==> src/rtl/html_text_extractor_macros.svh <==
// Assertion macros shared by the extractor RTL.
`ifndef HTML_TEXT_EXTRACTOR_MACROS_SVH
`define HTML_TEXT_EXTRACTOR_MACROS_SVH

// Same-cycle implication, sampled on clock, off during reset.
`define HTE_ASSERT_NOW(label, ante, cons, msg) \
   label: assert property (@(posedge clock) disable iff (reset) (ante) |-> (cons)) \
      else $error(msg);

// Next-cycle implication, sampled on clock, off during reset.
`define HTE_ASSERT_NEXT(label, ante, cons, msg) \
   label: assert property (@(posedge clock) disable iff (reset) (ante) |=> (cons)) \
      else $error(msg);

`endif

==> src/rtl/hte_pkg.sv <==
// Shared types, pattern tables and helpers for the HTML text extractor.
package hte_pkg;

   localparam int WINDOW_DEPTH_DEF = 9;
   localparam int NUM_PATTERNS     = 9;
   localparam int MAX_PAT_LEN      = 9;

   typedef enum logic [3:0] {
      PAT_SCRIPT_OPEN,
      PAT_SCRIPT_CLOSE,
      PAT_STYLE_OPEN,
      PAT_STYLE_CLOSE,
      PAT_NBSP,
      PAT_LT,
      PAT_GT,
      PAT_AMP,
      PAT_QUOT
   } pattern_type;

   localparam logic [7:0] CH_NUL     = 8'h00;
   localparam logic [7:0] CH_LT      = 8'h3C;
   localparam logic [7:0] CH_GT      = 8'h3E;
   localparam logic [7:0] CH_AMP     = 8'h26;
   localparam logic [7:0] CH_QUOTE   = 8'h22;
   localparam logic [7:0] CH_SPACE   = 8'h20;
   localparam logic [7:0] CH_TAB     = 8'h09;
   localparam logic [7:0] CH_LF      = 8'h0A;
   localparam logic [7:0] CH_CR      = 8'h0D;
   localparam logic [7:0] CH_UPPER_A = 8'h41;
   localparam logic [7:0] CH_UPPER_Z = 8'h5A;
   localparam logic [7:0] CASE_SHIFT = 8'h20;

   localparam logic [3:0] PAT_LEN [NUM_PATTERNS] =
      '{4'd7, 4'd9, 4'd6, 4'd8, 4'd6, 4'd4, 4'd4, 4'd5, 4'd6};

   localparam logic PAT_NOCASE [NUM_PATTERNS] =
      '{1'b1, 1'b1, 1'b1, 1'b1, 1'b0, 1'b0, 1'b0, 1'b0, 1'b0};

   // decoded value of each entity; tag patterns carry none
   localparam logic [7:0] PAT_VALUE [NUM_PATTERNS] =
      '{CH_NUL, CH_NUL, CH_NUL, CH_NUL, CH_SPACE, CH_LT, CH_GT, CH_AMP, CH_QUOTE};

   localparam logic [7:0] PAT_TEXT [NUM_PATTERNS][MAX_PAT_LEN] = '{
      '{"<", "s", "c", "r", "i", "p", "t", CH_NUL, CH_NUL},
      '{"<", "/", "s", "c", "r", "i", "p", "t", ">"},
      '{"<", "s", "t", "y", "l", "e", CH_NUL, CH_NUL, CH_NUL},
      '{"<", "/", "s", "t", "y", "l", "e", ">", CH_NUL},
      '{"&", "n", "b", "s", "p", ";", CH_NUL, CH_NUL, CH_NUL},
      '{"&", "l", "t", ";", CH_NUL, CH_NUL, CH_NUL, CH_NUL, CH_NUL},
      '{"&", "g", "t", ";", CH_NUL, CH_NUL, CH_NUL, CH_NUL, CH_NUL},
      '{"&", "a", "m", "p", ";", CH_NUL, CH_NUL, CH_NUL, CH_NUL},
      '{"&", "q", "u", "o", "t", ";", CH_NUL, CH_NUL, CH_NUL}
   };

   typedef enum logic {
      ST_RUN,
      ST_FLUSH
   } mode_type;

   typedef struct packed {
      logic load;
      logic shift;
   } cell_ctrl_type;

   typedef struct packed {
      logic append;
      logic shift;
   } window_ctrl_type;

   typedef struct packed {
      logic [7:0]              head;
      logic [NUM_PATTERNS-1:0] hits;
   } head_view_type;

   typedef struct packed {
      logic go;
      logic clear;
   } judge_ctrl_type;

   typedef struct packed {
      logic       emit;
      logic [7:0] text;
   } judge_result_type;

   function automatic logic [7:0] to_lower(input logic [7:0] c);
      logic [7:0] r;
      r = c;
      if (c >= CH_UPPER_A && c <= CH_UPPER_Z) begin
         r = c + CASE_SHIFT;
      end
      return r;
   endfunction

endpackage

==> src/rtl/hte_cell.sv <==
// One window cell: a byte register plus its per-position pattern compares.
module hte_cell #(
   parameter int WIN_INDEX = 0
) (
   input  logic                               clock,
   input  hte_pkg::cell_ctrl_type             cell_ctrl,
   input  logic [7:0]                         load_byte,
   input  logic [7:0]                         right_byte,
   output logic [7:0]                         cell_byte,
   output logic [hte_pkg::NUM_PATTERNS-1:0]   cell_hits
);

   logic [7:0] byte_ff;
   logic [7:0] byte_in;

   always_comb begin
      byte_in = byte_ff;
      if (cell_ctrl.load) begin
         byte_in = load_byte;
      end else if (cell_ctrl.shift) begin
         byte_in = right_byte;
      end
   end

   always_ff @(posedge clock) begin
      byte_ff <= byte_in;
   end

   assign cell_byte = byte_ff;

   generate
      if (WIN_INDEX < hte_pkg::MAX_PAT_LEN) begin : g_cmp
         always_comb begin
            for (int p = 0; p < hte_pkg::NUM_PATTERNS; p++) begin
               if (WIN_INDEX >= int'(hte_pkg::PAT_LEN[p])) begin
                  cell_hits[p] = 1'b1;
               end else if (hte_pkg::PAT_NOCASE[p]) begin
                  cell_hits[p] = hte_pkg::to_lower(byte_ff) ==
                                 hte_pkg::to_lower(hte_pkg::PAT_TEXT[p][WIN_INDEX]);
               end else begin
                  cell_hits[p] = byte_ff == hte_pkg::PAT_TEXT[p][WIN_INDEX];
               end
            end
         end
      end else begin : g_nocmp
         // beyond the longest pattern: never limits a match
         assign cell_hits = '1;
      end
   endgenerate

endmodule

==> src/rtl/hte_window.sv <==
// Row of window cells with append and shift control; reports the head view.
module hte_window #(
   parameter int DEPTH  = hte_pkg::WINDOW_DEPTH_DEF,
   parameter int FILL_W = $clog2(DEPTH + 1)
) (
   input  logic                      clock,
   input  hte_pkg::window_ctrl_type  win_ctrl,
   input  logic [FILL_W-1:0]         load_pos,
   input  logic [FILL_W-1:0]         fill,
   input  logic [7:0]                in_byte,
   output hte_pkg::head_view_type    head_view
);

   logic [7:0]                       cell_byte [DEPTH];
   logic [hte_pkg::NUM_PATTERNS-1:0] cell_hits [DEPTH];
   logic [hte_pkg::NUM_PATTERNS-1:0] all_hits;

   generate
      for (genvar i = 0; i < DEPTH; i++) begin : g_cell
         hte_pkg::cell_ctrl_type ctrl;
         logic [7:0]             right;

         assign ctrl.load  = win_ctrl.append && (load_pos == FILL_W'(i));
         assign ctrl.shift = win_ctrl.shift;

         if (i == DEPTH - 1) begin : g_tail
            assign right = hte_pkg::CH_NUL;
         end else begin : g_body
            assign right = cell_byte[i+1];
         end

         hte_cell #(
            .WIN_INDEX (i)
         ) u_cell (
            .clock      (clock),
            .cell_ctrl  (ctrl),
            .load_byte  (in_byte),
            .right_byte (right),
            .cell_byte  (cell_byte[i]),
            .cell_hits  (cell_hits[i])
         );
      end
   endgenerate

   always_comb begin
      all_hits = '1;
      for (int i = 0; i < DEPTH; i++) begin
         all_hits = all_hits & cell_hits[i];
      end
   end

   // a pattern longer than the bytes held does not match
   always_comb begin
      head_view.head = cell_byte[0];
      for (int p = 0; p < hte_pkg::NUM_PATTERNS; p++) begin
         head_view.hits[p] = all_hits[p] && (int'(fill) >= int'(hte_pkg::PAT_LEN[p]));
      end
   end

endmodule

==> src/rtl/hte_judge.sv <==
// Head-byte judgement: tag, script, style and skip flags plus text emission.
module hte_judge (
   input  logic                      clock,
   input  logic                      reset,
   input  hte_pkg::judge_ctrl_type   judge_ctrl,
   input  hte_pkg::head_view_type    head_view,
   output hte_pkg::judge_result_type judge_result
);

   logic [3:0] skip_ff, skip_in;
   logic       tag_ff, tag_in;
   logic       script_ff, script_in;
   logic       style_ff, style_in;
   logic       prev_space_ff, prev_space_in;

   logic [7:0] c;
   logic       ent_hit;
   logic [7:0] ent_value;
   logic [3:0] ent_skip;
   logic       is_text;
   logic [7:0] text_val;

   always_comb begin
      ent_hit   = 1'b0;
      ent_value = hte_pkg::CH_NUL;
      ent_skip  = '0;
      // scan backwards so the first entity in table order wins
      for (int p = hte_pkg::NUM_PATTERNS - 1; p >= int'(hte_pkg::PAT_NBSP); p--) begin
         if (head_view.hits[p]) begin
            ent_hit   = 1'b1;
            ent_value = hte_pkg::PAT_VALUE[p];
            ent_skip  = hte_pkg::PAT_LEN[p] - 4'd1;
         end
      end
   end

   always_comb begin
      c             = head_view.head;
      skip_in       = skip_ff;
      tag_in        = tag_ff;
      script_in     = script_ff;
      style_in      = style_ff;
      prev_space_in = prev_space_ff;
      is_text       = 1'b0;
      text_val      = c;
      judge_result  = '0;

      if (skip_ff != 4'd0) begin
         skip_in = skip_ff - 4'd1;
      end else if (c == hte_pkg::CH_LT) begin
         if (head_view.hits[hte_pkg::PAT_SCRIPT_OPEN]) begin
            script_in = 1'b1;
            tag_in    = 1'b1;
         end else if (head_view.hits[hte_pkg::PAT_SCRIPT_CLOSE]) begin
            script_in = 1'b0;
            skip_in   = hte_pkg::PAT_LEN[hte_pkg::PAT_SCRIPT_CLOSE] - 4'd1;
         end else if (head_view.hits[hte_pkg::PAT_STYLE_OPEN]) begin
            style_in = 1'b1;
            tag_in   = 1'b1;
         end else if (head_view.hits[hte_pkg::PAT_STYLE_CLOSE]) begin
            style_in = 1'b0;
            skip_in  = hte_pkg::PAT_LEN[hte_pkg::PAT_STYLE_CLOSE] - 4'd1;
         end else begin
            tag_in = 1'b1;
         end
      end else if (c == hte_pkg::CH_GT) begin
         tag_in = 1'b0;
      end else if (tag_ff || script_ff || style_ff) begin
         is_text = 1'b0;
      end else begin
         is_text = 1'b1;
         if (c == hte_pkg::CH_AMP && ent_hit) begin
            text_val = ent_value;
            skip_in  = ent_skip;
         end
      end

      if (is_text) begin
         if (text_val inside {hte_pkg::CH_SPACE, hte_pkg::CH_TAB,
                              hte_pkg::CH_LF, hte_pkg::CH_CR}) begin
            if (!prev_space_ff) begin
               prev_space_in     = 1'b1;
               judge_result.emit = 1'b1;
               judge_result.text = hte_pkg::CH_SPACE;
            end
         end else begin
            prev_space_in     = 1'b0;
            judge_result.emit = 1'b1;
            judge_result.text = text_val;
         end
      end
   end

   always_ff @(posedge clock) begin
      if (reset || judge_ctrl.clear) begin
         skip_ff       <= '0;
         tag_ff        <= 1'b0;
         script_ff     <= 1'b0;
         style_ff      <= 1'b0;
         prev_space_ff <= 1'b1;
      end else if (judge_ctrl.go) begin
         skip_ff       <= skip_in;
         tag_ff        <= tag_in;
         script_ff     <= script_in;
         style_ff      <= style_in;
         prev_space_ff <= prev_space_in;
      end
   end

endmodule

==> src/rtl/html_text_extractor.sv <==
// Top level of the streaming HTML text extractor.
//
//   channel | direction | ports                                   | accepted when
//   req     | in        | req_in_byte, req_end_of_doc             | req_valid && req_ready
//   rsp     | out       | rsp_text_byte, rsp_has_byte,            | rsp_valid && rsp_ready
//           |           | rsp_doc_done, rsp_last_of_run           |
//
// One request per cycle in steady state, unless a stalled response holds a full window.
// An end_of_doc request flushes each held byte, then an end marker, via the single head
// judge and one output register; no request is taken meanwhile. Synchronous active-high
// reset clears the fill count, mode and flags; the window bytes are not cleared. A stalled
// response holds the head judge and, with a full window, req.
`include "html_text_extractor_macros.svh"

module html_text_extractor #(
   parameter int WINDOW_DEPTH = hte_pkg::WINDOW_DEPTH_DEF
) (
   input  logic       clock,
   input  logic       reset,
   input  logic       req_valid,
   output logic       req_ready,
   input  logic [7:0] req_in_byte,
   input  logic       req_end_of_doc,
   output logic       rsp_valid,
   input  logic       rsp_ready,
   output logic [7:0] rsp_text_byte,
   output logic       rsp_has_byte,
   output logic       rsp_doc_done,
   output logic       rsp_last_of_run
);

   localparam int FILL_W = $clog2(WINDOW_DEPTH + 1);

   hte_pkg::mode_type         state_ff, state_in;
   logic [FILL_W-1:0]         fill_ff, fill_in;
   logic                      rsp_valid_ff, rsp_valid_in;
   logic [7:0]                rsp_text_ff, rsp_text_in;
   logic                      rsp_has_ff, rsp_has_in;
   logic                      rsp_done_ff, rsp_done_in;
   logic                      rsp_last_ff, rsp_last_in;

   logic                      out_free;
   logic                      judge_go;
   logic                      mark_go;
   logic                      in_run;
   logic                      accept;
   logic [FILL_W-1:0]         load_pos;
   hte_pkg::window_ctrl_type  win_ctrl;
   hte_pkg::head_view_type    head_view;
   hte_pkg::judge_ctrl_type   judge_ctrl;
   hte_pkg::judge_result_type judge_result;

   assign out_free = !rsp_valid_ff || rsp_ready;

   // next mode
   always_comb begin
      state_in = state_ff;
      case (state_ff)
         hte_pkg::ST_RUN: begin
            if (accept && req_end_of_doc) begin
               state_in = hte_pkg::ST_FLUSH;
            end
         end
         hte_pkg::ST_FLUSH: begin
            if (mark_go) begin
               state_in = hte_pkg::ST_RUN;
            end
         end
         default: state_in = hte_pkg::ST_RUN;
      endcase
   end

   // mode outputs
   always_comb begin
      judge_go  = 1'b0;
      mark_go   = 1'b0;
      req_ready = 1'b0;
      in_run    = 1'b0;
      case (state_ff)
         hte_pkg::ST_RUN: begin
            in_run    = 1'b1;
            judge_go  = (fill_ff == FILL_W'(WINDOW_DEPTH)) && out_free;
            req_ready = (fill_ff != FILL_W'(WINDOW_DEPTH)) || out_free;
         end
         hte_pkg::ST_FLUSH: begin
            judge_go = (fill_ff != '0) && out_free;
            mark_go  = (fill_ff == '0) && out_free;
         end
         default: begin
            in_run = 1'b0;
         end
      endcase
   end

   assign accept   = req_valid && req_ready;
   assign load_pos = fill_ff - FILL_W'(judge_go);
   assign fill_in  = fill_ff - FILL_W'(judge_go) + FILL_W'(accept);

   assign win_ctrl.append = accept;
   assign win_ctrl.shift  = judge_go;

   assign judge_ctrl.go    = judge_go;
   assign judge_ctrl.clear = mark_go;

   hte_window #(
      .DEPTH  (WINDOW_DEPTH),
      .FILL_W (FILL_W)
   ) u_window (
      .clock     (clock),
      .win_ctrl  (win_ctrl),
      .load_pos  (load_pos),
      .fill      (fill_ff),
      .in_byte   (req_in_byte),
      .head_view (head_view)
   );

   hte_judge u_judge (
      .clock        (clock),
      .reset        (reset),
      .judge_ctrl   (judge_ctrl),
      .head_view    (head_view),
      .judge_result (judge_result)
   );

   // output register; flush text results are not the last of their request, the end marker is
   always_comb begin
      rsp_valid_in = rsp_valid_ff && !rsp_ready;
      rsp_text_in  = rsp_text_ff;
      rsp_has_in   = rsp_has_ff;
      rsp_done_in  = rsp_done_ff;
      rsp_last_in  = rsp_last_ff;
      if (judge_go && judge_result.emit) begin
         rsp_valid_in = 1'b1;
         rsp_text_in  = judge_result.text;
         rsp_has_in   = 1'b1;
         rsp_done_in  = 1'b0;
         rsp_last_in  = in_run;
      end else if (mark_go) begin
         rsp_valid_in = 1'b1;
         rsp_text_in  = hte_pkg::CH_NUL;
         rsp_has_in   = 1'b0;
         rsp_done_in  = 1'b1;
         rsp_last_in  = 1'b1;
      end
   end

   always_ff @(posedge clock) begin
      if (reset) begin
         state_ff     <= hte_pkg::ST_RUN;
         fill_ff      <= '0;
         rsp_valid_ff <= 1'b0;
      end else begin
         state_ff     <= state_in;
         fill_ff      <= fill_in;
         rsp_valid_ff <= rsp_valid_in;
      end
   end

   always_ff @(posedge clock) begin
      rsp_text_ff <= rsp_text_in;
      rsp_has_ff  <= rsp_has_in;
      rsp_done_ff <= rsp_done_in;
      rsp_last_ff <= rsp_last_in;
   end

   assign rsp_valid       = rsp_valid_ff;
   assign rsp_text_byte   = rsp_text_ff;
   assign rsp_has_byte    = rsp_has_ff;
   assign rsp_doc_done    = rsp_done_ff;
   assign rsp_last_of_run = rsp_last_ff;

   `HTE_ASSERT_NOW(a_fill_bound, 1'b1, fill_ff <= FILL_W'(WINDOW_DEPTH), "window overfilled")
   `HTE_ASSERT_NOW(a_no_req_in_flush, state_ff == hte_pkg::ST_FLUSH, !req_ready, "request taken in flush")
   `HTE_ASSERT_NEXT(a_end_starts_flush, accept && req_end_of_doc, state_ff == hte_pkg::ST_FLUSH, "end of document did not flush")
   `HTE_ASSERT_NEXT(a_mark_clears, mark_go, state_ff == hte_pkg::ST_RUN && fill_ff == '0 && rsp_valid_ff && rsp_doc_done, "end marker did not restart")

endmodule
==> config.mk <==
export PLATFORM = sky130hd
export DESIGN_NAME = html_text_extractor
export DESIGN_NICKNAME = d
export VERILOG_FILES = /design/src/rtl/hte_pkg.sv /design/src/rtl/hte_cell.sv /design/src/rtl/hte_window.sv /design/src/rtl/hte_judge.sv /design/src/rtl/html_text_extractor.sv
export VERILOG_INCLUDE_DIRS = /design/src /design/src/rtl
export SDC_FILE = /design/constraint.sdc
export NUM_CORES = 1
export LEC_CHECK = 0
export BUFFER_PORTS_ARGS = -buffer_cell sky130_fd_sc_hd__clkbuf_2
export CAP_MARGIN = 20
export CORE_UTILIZATION = 55
export CTS_BUF_LIST = sky130_fd_sc_hd__clkbuf_8
export DETAILED_ROUTE_END_ITERATION = 10
export GPL_ROUTABILITY_DRIVEN = 1
export PLACE_DENSITY = 0.72
export SYNTH_ARGS = -nofsm -noshare
export SYNTH_HDL_FRONTEND = slang
export SYNTH_SLANG_ARGS = --single-unit
export TNS_END_PERCENT = 30
==> constraint.sdc <==
create_clock -name clock -period 5.5 [get_ports clock]
set_clock_uncertainty 0.05 [all_clocks]
set_input_delay 0.825 -clock clock [delete_from_list [all_inputs] [get_ports clock]]
set_output_delay 0.825 -clock clock [all_outputs]
set_load 0.02 [all_outputs]
==> results_dict.tcl, run 1 <==
set metrics [dict create \
    outcome "finished, violations left" \
    violations "DRC" \
    ys_warn_count 0 \
    synth_top_flop_cell "edfxtp_1" \
    antenna_found_initial 0 \
    cts_tree "built" \
    grt.overflow.total 0 \
    port-buffer-count 25 \
    cp_cell_sequence "nor2_1 -> a21o_1 -> nand2_1 -> nand2_1 -> nand2_1 -> clkinv_1 -> ha_1 -> ha_1 -> xor2_1 -> nand2_1 -> nor4_2 -> mux2_2" \
    routed_via_density 6.64 \
    arrival_ps 4290 \
    cp_common_cell "nand2_1" \
    dp_hpwl_um 11100 \
    cts_buffers 9 \
    synth.most_common_cell "edfxtp_1" \
    ir_worst_vdd_v 0.000255 \
    tightest_slew_ps 1030 \
    grt_max_degree 16 \
    grt_pass1_vias 4347 \
    vias 4544 \
    max_freq_mhz 237 \
    cts_sinks 97 \
    coreArea_um2 10300 \
    critical_path.top_delay_family "simple AND/OR/NAND/NOR gates" \
    dieHeight_um 105 \
    synth_cell_type_count 80 \
    syn_area_per_cell_um2 11.3 \
    critical_path.max_fanout 9 \
    cts_root_buffer "clkbuf_8" \
    min_path_type "flop to flop" \
    cts.repair.resized 0 \
    reg2reg_depth 12 \
    required_ps 5580 \
    fin_util_pct 61.1 \
    fin_nets 569 \
    post_cts_buffers 0 \
    period_share_pct 76.6 \
    floorplan.initialDensity_pct 56.5 \
    endpoint_kind "flop" \
    synth_commonest_cells "81 x edfxtp_1, 65 x mux2_2, 37 x nor2_1, 32 x nand2_1, 21 x a21oi_1" \
    tns_ps 0 \
    power_density_nw_per_um2 442 \
    fin_crit_ps 4210 \
    placed_area_um2 6070 \
    start_kind "flop" \
    stdcell_area_um2 6280 \
    async_reset_ff_share_pct 0 \
    fin_ws_ps 1290 \
    synth_edf_count 81 \
    ant_nets 0 \
    drtPass1Iterations 8 \
    area_growth_syn_to_layout_pct 8.19 \
    synth_fp_nets 540 \
    criticalPathCategory "flop to flop" \
    p_leak_nw 2.21 \
    wl_per_cell_um 22.1 \
    yosysTopAreaCellShare_pct 41.9 \
    gp_congestion 0.933 \
    clockBufferDepth 2 \
    cp_slowest_cell "nor4_2" \
    synth_area_leaders "edfxtp_1 42%, mux2_2 13%, dfxtp_1 5.5%" \
    clk_pin_slew_ps 90 \
    finalWirelength_um 15100 \
    crit_buf_inv 1 \
    hold_depth 2 \
    seq_area_frac_synth_pct 47.4 \
    maxSlewViolCount 0 \
    synthesis.area_um2 5800 \
    fp.dieW_um 105 \
    finalHoldViolations 0 \
    cap_violations 0 \
    ctsHoldBuffers 0 \
    drive_above_1_share_pct 24.5 \
    max-slew-margin-rel_pct 30.8 \
    grt.total_usage_pct 28.9 \
    path_depth 12 \
    rows 37 \
    h-tree-depth 3 \
    holdWs_ps 414 \
    initialDrtViolationCount 431 \
    drc 2 \
    max_stage_delay_ps 730 \
    rsz0062_at_grt "no" \
    yosys.area.top_type "edfxtp_1" \
    postSynthCellCount 514 \
    insertion_delay_ps 390 \
    ys_ff_latch 97 \
    place_ws_ps 1240 \
    fp.dieArea_um2 11000 \
    n_antenna_cell 0 \
    setup_viol 0 \
    grt_pass1_wl_um 23900 \
    io_pins 26 \
]
-- worst min-delay path, cell delays in order (launching register included) --
cell,delay [ps]
dfxtp_1,320
nand2_1,50
o21ai_1,50
-- cells in the final DEF (no fill, tap or decap), types with 8 or more instances in the layout --
master | synthesis | routed
nor2_1 | 37 | 37
inv_1 | 19 | 20
edfxtp_1 | 81 | 81
and2_1 | 11 | 11
nor2b_1 | 8 | 8
clkbuf_8 | 0 | 9
dfxtp_1 | 16 | 16
nand3_1 | 18 | 18
nor3_1 | 20 | 20
mux2_2 | 65 | 65
nand2_1 | 32 | 32
nor4_1 | 14 | 14
ha_1 | 13 | 13
nand4_1 | 13 | 13
clkbuf_2 | 1 | 25
a21oi_1 | 21 | 21
-- metal layers --
metal  global-route usage, %  vias to the layer above  wire length, µm
met5                       0                        -                0
met3                    5.68                       31             1010
met1                    36.9                     2224             6350
li1                        -                     2078                -
met2                    46.2                      211             7250
met4                    15.5                        0              494
-- state kept, by name, indices dropped and copies added, names as in the netlist, 4 cells and up --
register,flops
u_judge.skip_ff,4
fill_ff,4
rsp_text_byte,8
u_window.g_cell.u_cell.cell_byte,72
-- cell type report --
| class | count | area (µm²) |
|---|---|---|
| inverter | 20 | 75.1 |
| sequential | 97 | 2750 |
| multi-input combinational | 388 | 2930 |
| clock buffer | 9 | 124 |
| timing repair buffer | 27 | 140 |
| fill | 873 | 4000 |
| tap | 136 | 170 |
| clock inverter | 7 | 85.1 |
-- where the power goes --
part	internal, mW	total [mW]	switching (mW)	leakage, nW
registers	1.10	1.39	0.294	0.874
clock network	0.252	0.502	0.250	0.114
logic	0.375	0.880	0.505	1.22
total	1.73	2.78	1.05	2.21
-- kinds of logic after synthesis --
group	count (synthesis)	synth area share, %
adder cells (fa/ha/maj)	13	2.80
multiplexers	69	13.5
XOR/XNOR	6	0.905
buffers and inverters	29	2.05
flip-flops	97	47.4
AND/OR/NAND/NOR	223	23.6
AO/OA/AOI/OAI	77	9.72
-- path summary, 6_finish.rpt --
kind,from,end,slack [ps]
setup / recovery,fill_ff[2]$_SDFF_PP0_,u_window.g_cell[7].u_cell.cell_byte[0]$_DFFE_PP_,1290
setup reg to reg,fill_ff[2]$_SDFF_PP0_,u_window.g_cell[7].u_cell.cell_byte[0]$_DFFE_PP_,1290
hold reg to reg,rsp_has_byte$_SDFFE_PP1P_,rsp_has_byte$_SDFFE_PP1P_,410
hold / removal,rsp_has_byte$_SDFFE_PP1P_,rsp_has_byte$_SDFFE_PP1P_,410
-- stage by stage --
step / std cells / total power [mW]
finish: 684 / 2.78
global route: 684 / 2.92
CTS: 684 / 2.77
detailed placement: 668 / 2.27
global placement: 668 / 2.23
floorplan: 514 / 1.96
(Power assumes the default switching activity.)
==> inputs of run 2 (changes only) <==
Clock period 5.5 ns to 4.1 ns, I/O delays scaled along.
==> run 2 against run 1 <==
  * The run now ends clean
  * Register-to-register slack got worse by 710 ps
  * Power rose by 32%
  * Worst hold slack improved by 15 ps
  * Core utilization rose by 0.43 points
  * Clock-buffer cell count rose by 1
  * Sequential share of layout area fell by 0.30 points
  * Cell count rose by 1.5%
  * Via count rose by 1.3%
  * Flip-flop and latch count did not move
  * Clock power rose by 14%
  * Critical endpoint is now rsp_text_byte[7]$_SDFFCE_PN0P_
==> results_dict.tcl, run 2 (synthesis results as in run 1) <==
set metrics [dict create \
    required_ps 4070 \
    vias 4605 \
    fin_ws_ps 579 \
    cp_cell_sequence "nor4b_2 -> and4_1 -> nand4bb_1 -> a21oi_2 -> o31ai_1 -> a211oi_4 -> mux2i_1 -> o21ai_1" \
    area_growth_syn_to_layout_pct 8.95 \
    final_cell_mix "81 x edfxtp_1, 65 x mux2_2, 37 x nor2_1, 32 x nand2_1, 25 x clkbuf_2" \
    io_pins 26 \
    wl_per_cell_um 22.5 \
    cap_violations 0 \
    layout_commonest_cell "edfxtp_1" \
    cp_slowest_cell "o21ai_1" \
    rsz0062_at_grt "no" \
    finalNonFillerCells 694 \
    ctsHoldBuffers 0 \
    outcome "finished clean" \
    initialDrtViolationCount 376 \
    holdWs_ps 429 \
    post_cts_buffers 0 \
    routed_via_density 6.64 \
    fp.dieArea_um2 11000 \
    place_ws_ps 634 \
    drtPass1Iterations 5 \
    start_kind "flop" \
    fp.dieW_um 105 \
    p_total_mw 3.66 \
    clk_pin_slew_ps 90 \
    fin_crit_ps 3520 \
    stdcell_area_um2 6320 \
    finalHoldViolations 0 \
    grt.total_usage_pct 30.4 \
    criticalPathCategory "flop to flop" \
    cts_tree "built" \
    grt_pass1_vias 4449 \
    largest_reg_flops 72 \
    dp_hpwl_um 11500 \
    power_density_nw_per_um2 578 \
    placed_area_um2 6150 \
    max_freq_mhz 284 \
    maxSlewViolCount 0 \
    insertion_delay_ps 390 \
    critical_path.max_fanout 9 \
    endpoint_kind "flop" \
    cts_buffers 9 \
    floorplan.initialDensity_pct 56.5 \
    cts_sinks 97 \
    h-tree-depth 3 \
    setup_viol 0 \
    clockBufferDepth 2 \
    grt_max_degree 16 \
    port-buffer-count 25 \
    min_path_type "input port to flop" \
    dieHeight_um 105 \
    coreArea_um2 10300 \
    fin_util_pct 61.5 \
    rows 37 \
    grt_pass1_wl_um 25000 \
    antenna_found_initial 0 \
    fin_nets 580 \
    p_leak_nw 2.23 \
    cts.repair.resized 0 \
    ant_nets 0 \
    n_antenna_cell 0 \
    ir_worst_vdd_v 0.000316 \
    max_stage_delay_ps 600 \
    drive_above_1_share_pct 25.6 \
    drc 0 \
    tns_ps 0 \
    cts_root_buffer "clkbuf_8" \
    arrival_ps 3490 \
    finalWirelength_um 15600 \
    max-slew-margin-rel_pct 43.5 \
    place_inst 678 \
    period_share_pct 85.9 \
    tightest_slew_ps 840 \
    grt.overflow.total 0 \
    gp_congestion 1.03 \
]
==> run 2: changes by cell type in the layout (fill, tap and decap cells not counted) <==
cell | before | now
clkinvlp_4 | 0 | 1
clkinv_1 | 1 | 2
inv_6 | 0 | 1
clkinv_4 | 0 | 1
inv_4 | 1 | 0
buf_4 | 2 | 12
clkinv_2 | 3 | 0
bufinv_16 | 2 | 0
clkbuf_4 | 0 | 1
clkbuf_8 | 9 | 10
==> run 2: layer usage <==
metal / global-route usage (%) / wire length (µm) / up-vias / part of all wire, %
met5: 0 / 0 / - / 0
met4: 14.7 / 506 / 0 / 3.2
met3: 4.68 / 1030 / 39 / 6.6
met2: 50.1 / 7480 / 200 / 48
met1: 39.1 / 6600 / 2270 / 42
li1: - / - / 2096 / -
==> run 2: layout make-up <==
cell class | count | area [µm²]
fill | 855 | 3950
clock inverter | 5 | 32.5
tap | 136 | 170
multi-input combinational | 388 | 2930
sequential | 97 | 2750
clock buffer | 10 | 138
inverter | 20 | 75.1
timing repair buffer | 38 | 223
==> run 2: final timing paths <==
| path | start | to | slack, ps | cells after the start |
|---|---|---|---|---|
| worst max register to register | u_window.g_cell[0].u_cell.cell_byte[0]$_DFFE_PP_ | rsp_text_byte[7]$_SDFFCE_PN0P_ | 580 | 8 |
| worst min register to register | u_judge.script_ff$_SDFFE_PP0P_ | u_judge.script_ff$_SDFFE_PP0P_ | 440 | 2 |
| worst min-delay path | req_end_of_doc | state_ff$_SDFF_PP0_ | 430 | 3 |
| worst max-delay path | u_window.g_cell[0].u_cell.cell_byte[0]$_DFFE_PP_ | rsp_text_byte[7]$_SDFFCE_PN0P_ | 580 | 8 |
==> run 2: power by group <==
part / switching, mW / internal (mW)
clock: 0.338 / 0.233
sequential: 0.359 / 1.48
combinational: 0.722 / 0.528
==> run 2: critical path, delay by kind of cell (launching register included) <==
kind | cells | cell delay, ps
and+or+nand+nor | 3 | 940
DFF | 1 | 510
muxes | 1 | 160
AOI/OAI and AO/OA | 4 | 1490
==> inputs of run 3 (changes only) <==
Clock period 4.1 ns to 3.9 ns, I/O delays scaled along.
==> run 3 against run 2 <==
  * Sequential power up 4%
  * Setup slack worse by 210 ps
  * Wire length about the same
  * Largest power group unchanged
  * Clock-buffer cell count down 1
  * Critical path depth unchanged
  * Core utilization up 0.41 points
  * Clock power up 20%
  * Critical path type unchanged
  * First-iteration DRC count up 6.4%
==> results_dict.tcl, run 3 (synthesis results as in run 1) <==
set metrics [dict create \
    outcome "finished clean" \
    routed_via_density 6.54 \
    grt_pass1_wl_um 24700 \
    largest_reg_flops 72 \
    finalHoldViolations 0 \
    fin_crit_ps 3530 \
    p_leak_nw 2.25 \
    cts_buffers 9 \
    cts_tree "built" \
    clk_pin_slew_ps 100 \
    power_density_nw_per_um2 618 \
    rows 37 \
    finalNonFillerCells 697 \
    area_growth_syn_to_layout_pct 9.68 \
    crit_path_end "rsp_text_byte[1]$_SDFFCE_PN0P_" \
    dieHeight_um 105 \
    wl_per_cell_um 22.4 \
    initialDrtViolationCount 400 \
    endpoint_kind "flop" \
    p_sw_share_pct 38.6 \
    seqPwrFrac_pct 48.8 \
    reg2reg_depth 8 \
    drtPass1Iterations 7 \
    regToRegSetupSlack_ps 370 \
    ir_worst_vdd_v 0.000304 \
    criticalPathCategory "flop to flop" \
    grt_max_degree 18 \
    cts.repair.resized 0 \
    min_path_type "input port to flop" \
    io_pins 26 \
    grt_pass1_vias 4494 \
    p_switching_mw 1.52 \
    place_inst 680 \
    port-buffer-count 25 \
    h-tree-depth 3 \
    arrival_ps 3490 \
    comb_power_share_pct 33.8 \
    ant_nets 0 \
    coreArea_um2 10300 \
    grt.overflow.total 0 \
    cp_cell_sequence "or4b_4 -> nor4_4 -> nand2_1 -> nor4b_4 -> o31ai_1 -> a211oi_4 -> mux2i_1 -> o21ai_1" \
    fp.dieW_um 105 \
    holdWs_ps 431 \
    ctsHoldBuffers 0 \
    vias 4559 \
    fin_ws_ps 373 \
    fin_nets 582 \
    max_stage_delay_ps 600 \
    dp_hpwl_um 11400 \
    antenna_found_initial 0 \
    rsz0062_at_grt "no" \
    layout_commonest_cell "edfxtp_1" \
    place_ws_ps 335 \
    setup_viol 0 \
    grt.total_usage_pct 29.9 \
    hold_depth 3 \
    period_share_pct 90.4 \
    final_cell_mix "81 x edfxtp_1, 65 x mux2_2, 37 x nor2_1, 32 x nand2_1, 25 x clkbuf_2" \
    floorplan.initialDensity_pct 56.5 \
    drive_above_1_share_pct 26.4 \
    cap_violations 0 \
    post_cts_buffers 0 \
    max_freq_mhz 284 \
    gp_congestion 0.951 \
    critical_path.top_delay_family "simple AND/OR/NAND/NOR gates" \
    maxSlewViolCount 0 \
    cts_root_buffer "clkbuf_8" \
    n_antenna_cell 0 \
    max-slew-margin-rel_pct 43.9 \
    start_kind "flop" \
    required_ps 3860 \
    r2r_start "u_window.g_cell[2].u_cell.cell_byte[4]$_DFFE_PP_" \
    critical_path.max_fanout 9 \
    r2r_end "rsp_text_byte[1]$_SDFFCE_PN0P_" \
    tns_ps 0 \
    p_clk_share_pct 17.4 \
    fp.dieArea_um2 11000 \
    finalWirelength_um 15600 \
    crit_buf_inv 0 \
    drc 0 \
    cts_sinks 97 \
    p_int_mw 2.41 \
    cp_slowest_cell "or4b_4" \
    clockBufferDepth 2 \
    path_depth 8 \
    startpoint "u_window.g_cell[2].u_cell.cell_byte[4]$_DFFE_PP_" \
    tightest_slew_ps 834 \
    nFillCells 856 \
    insertion_delay_ps 380 \
]
-- run 3: cell count changes in the layout (fill, tap and decap cells not counted) --
cell,delta
buf_2,+1
buf_4,+2
bufinv_16,+1
clkbuf_4,-1
clkbuf_8,-1
clkinv_1,-1
clkinv_2,+1
clkinvlp_4,+1
inv_1,-1
inv_6,+1
-- run 3: area by class of cell --
cell class                      count  area, µm²  share of cell area [%]
Clock buffer                        9        124                    1.95
Sequential cell                    97       2750                    43.2
Tap cell                          136        170                    2.67
Timing Repair Buffer               40        235                    3.69
Multi-Input combinational cell    388       2930                    46.1
Clock inverter                      7       76.3                    1.20
Inverter                           20       75.1                    1.18
-- run 3: per-stage QoR --
stage / area (µm²) / power [mW] / utilization, %
after floorplan: 5800 / 2.77 / -
after global placement: 6160 / 3.20 / 59.9
after detailed placement: 6160 / 3.23 / 59.9
after CTS: 6360 / 3.91 / 61.9
after global routing: 6370 / 4.14 / 61.9
final: 6370 / 3.93 / 61.9
-- run 3: per-layer routing --
| layer | up-vias | part of all wire, % | GRT usage, % |
|---|---|---|---|
| li1 | 2098 | - | - |
| met1 | 2206 | 42 | 37.6 |
| met2 | 203 | 48 | 50.0 |
| met3 | 52 | 6.1 | 5.36 |
| met4 | 0 | 4.1 | 14.2 |
| met5 | - | 0 | 0 |
-- run 3: how the worst min path moves through the flow --
stage,to,startpoint,slack (ps)
5_1_grt,fill_ff[2]$_SDFF_PP0_,reset,430
6_report,state_ff$_SDFF_PP0_,req_end_of_doc,430
2_1_floorplan,u_judge.script_ff$_SDFFE_PP0P_,u_judge.script_ff$_SDFFE_PP0P_,400
4_1_cts,fill_ff[2]$_SDFF_PP0_,reset,420
3_3_place_gp,rsp_has_byte$_SDFFE_PP1P_,rsp_has_byte$_SDFFE_PP1P_,410
3_5_place_dp,rsp_has_byte$_SDFFE_PP1P_,rsp_has_byte$_SDFFE_PP1P_,420
-- run 3: power groups by stage --
| stage | clock, mW | combinational (mW) | sequential (mW) |
|---|---|---|---|
| 2_1_floorplan | 0 | 0.954 | 1.81 |
| 3_3_place_gp | 0 | 1.28 | 1.92 |
| 3_5_place_dp | 0 | 1.30 | 1.93 |
| 4_1_cts | 0.692 | 1.31 | 1.90 |
| 5_1_grt | 0.731 | 1.46 | 1.95 |
| 6_report | 0.686 | 1.33 | 1.92 |
-- run 3: worst register-to-register path, cell delays in order (launching register included) --
cell and delay, ps:
edfxtp_1 510, or4b_4 600, nor4_4 190, nand2_1 130, nor4b_4 380, o31ai_1 190
a211oi_4 390, mux2i_1 150, o21ai_1 590
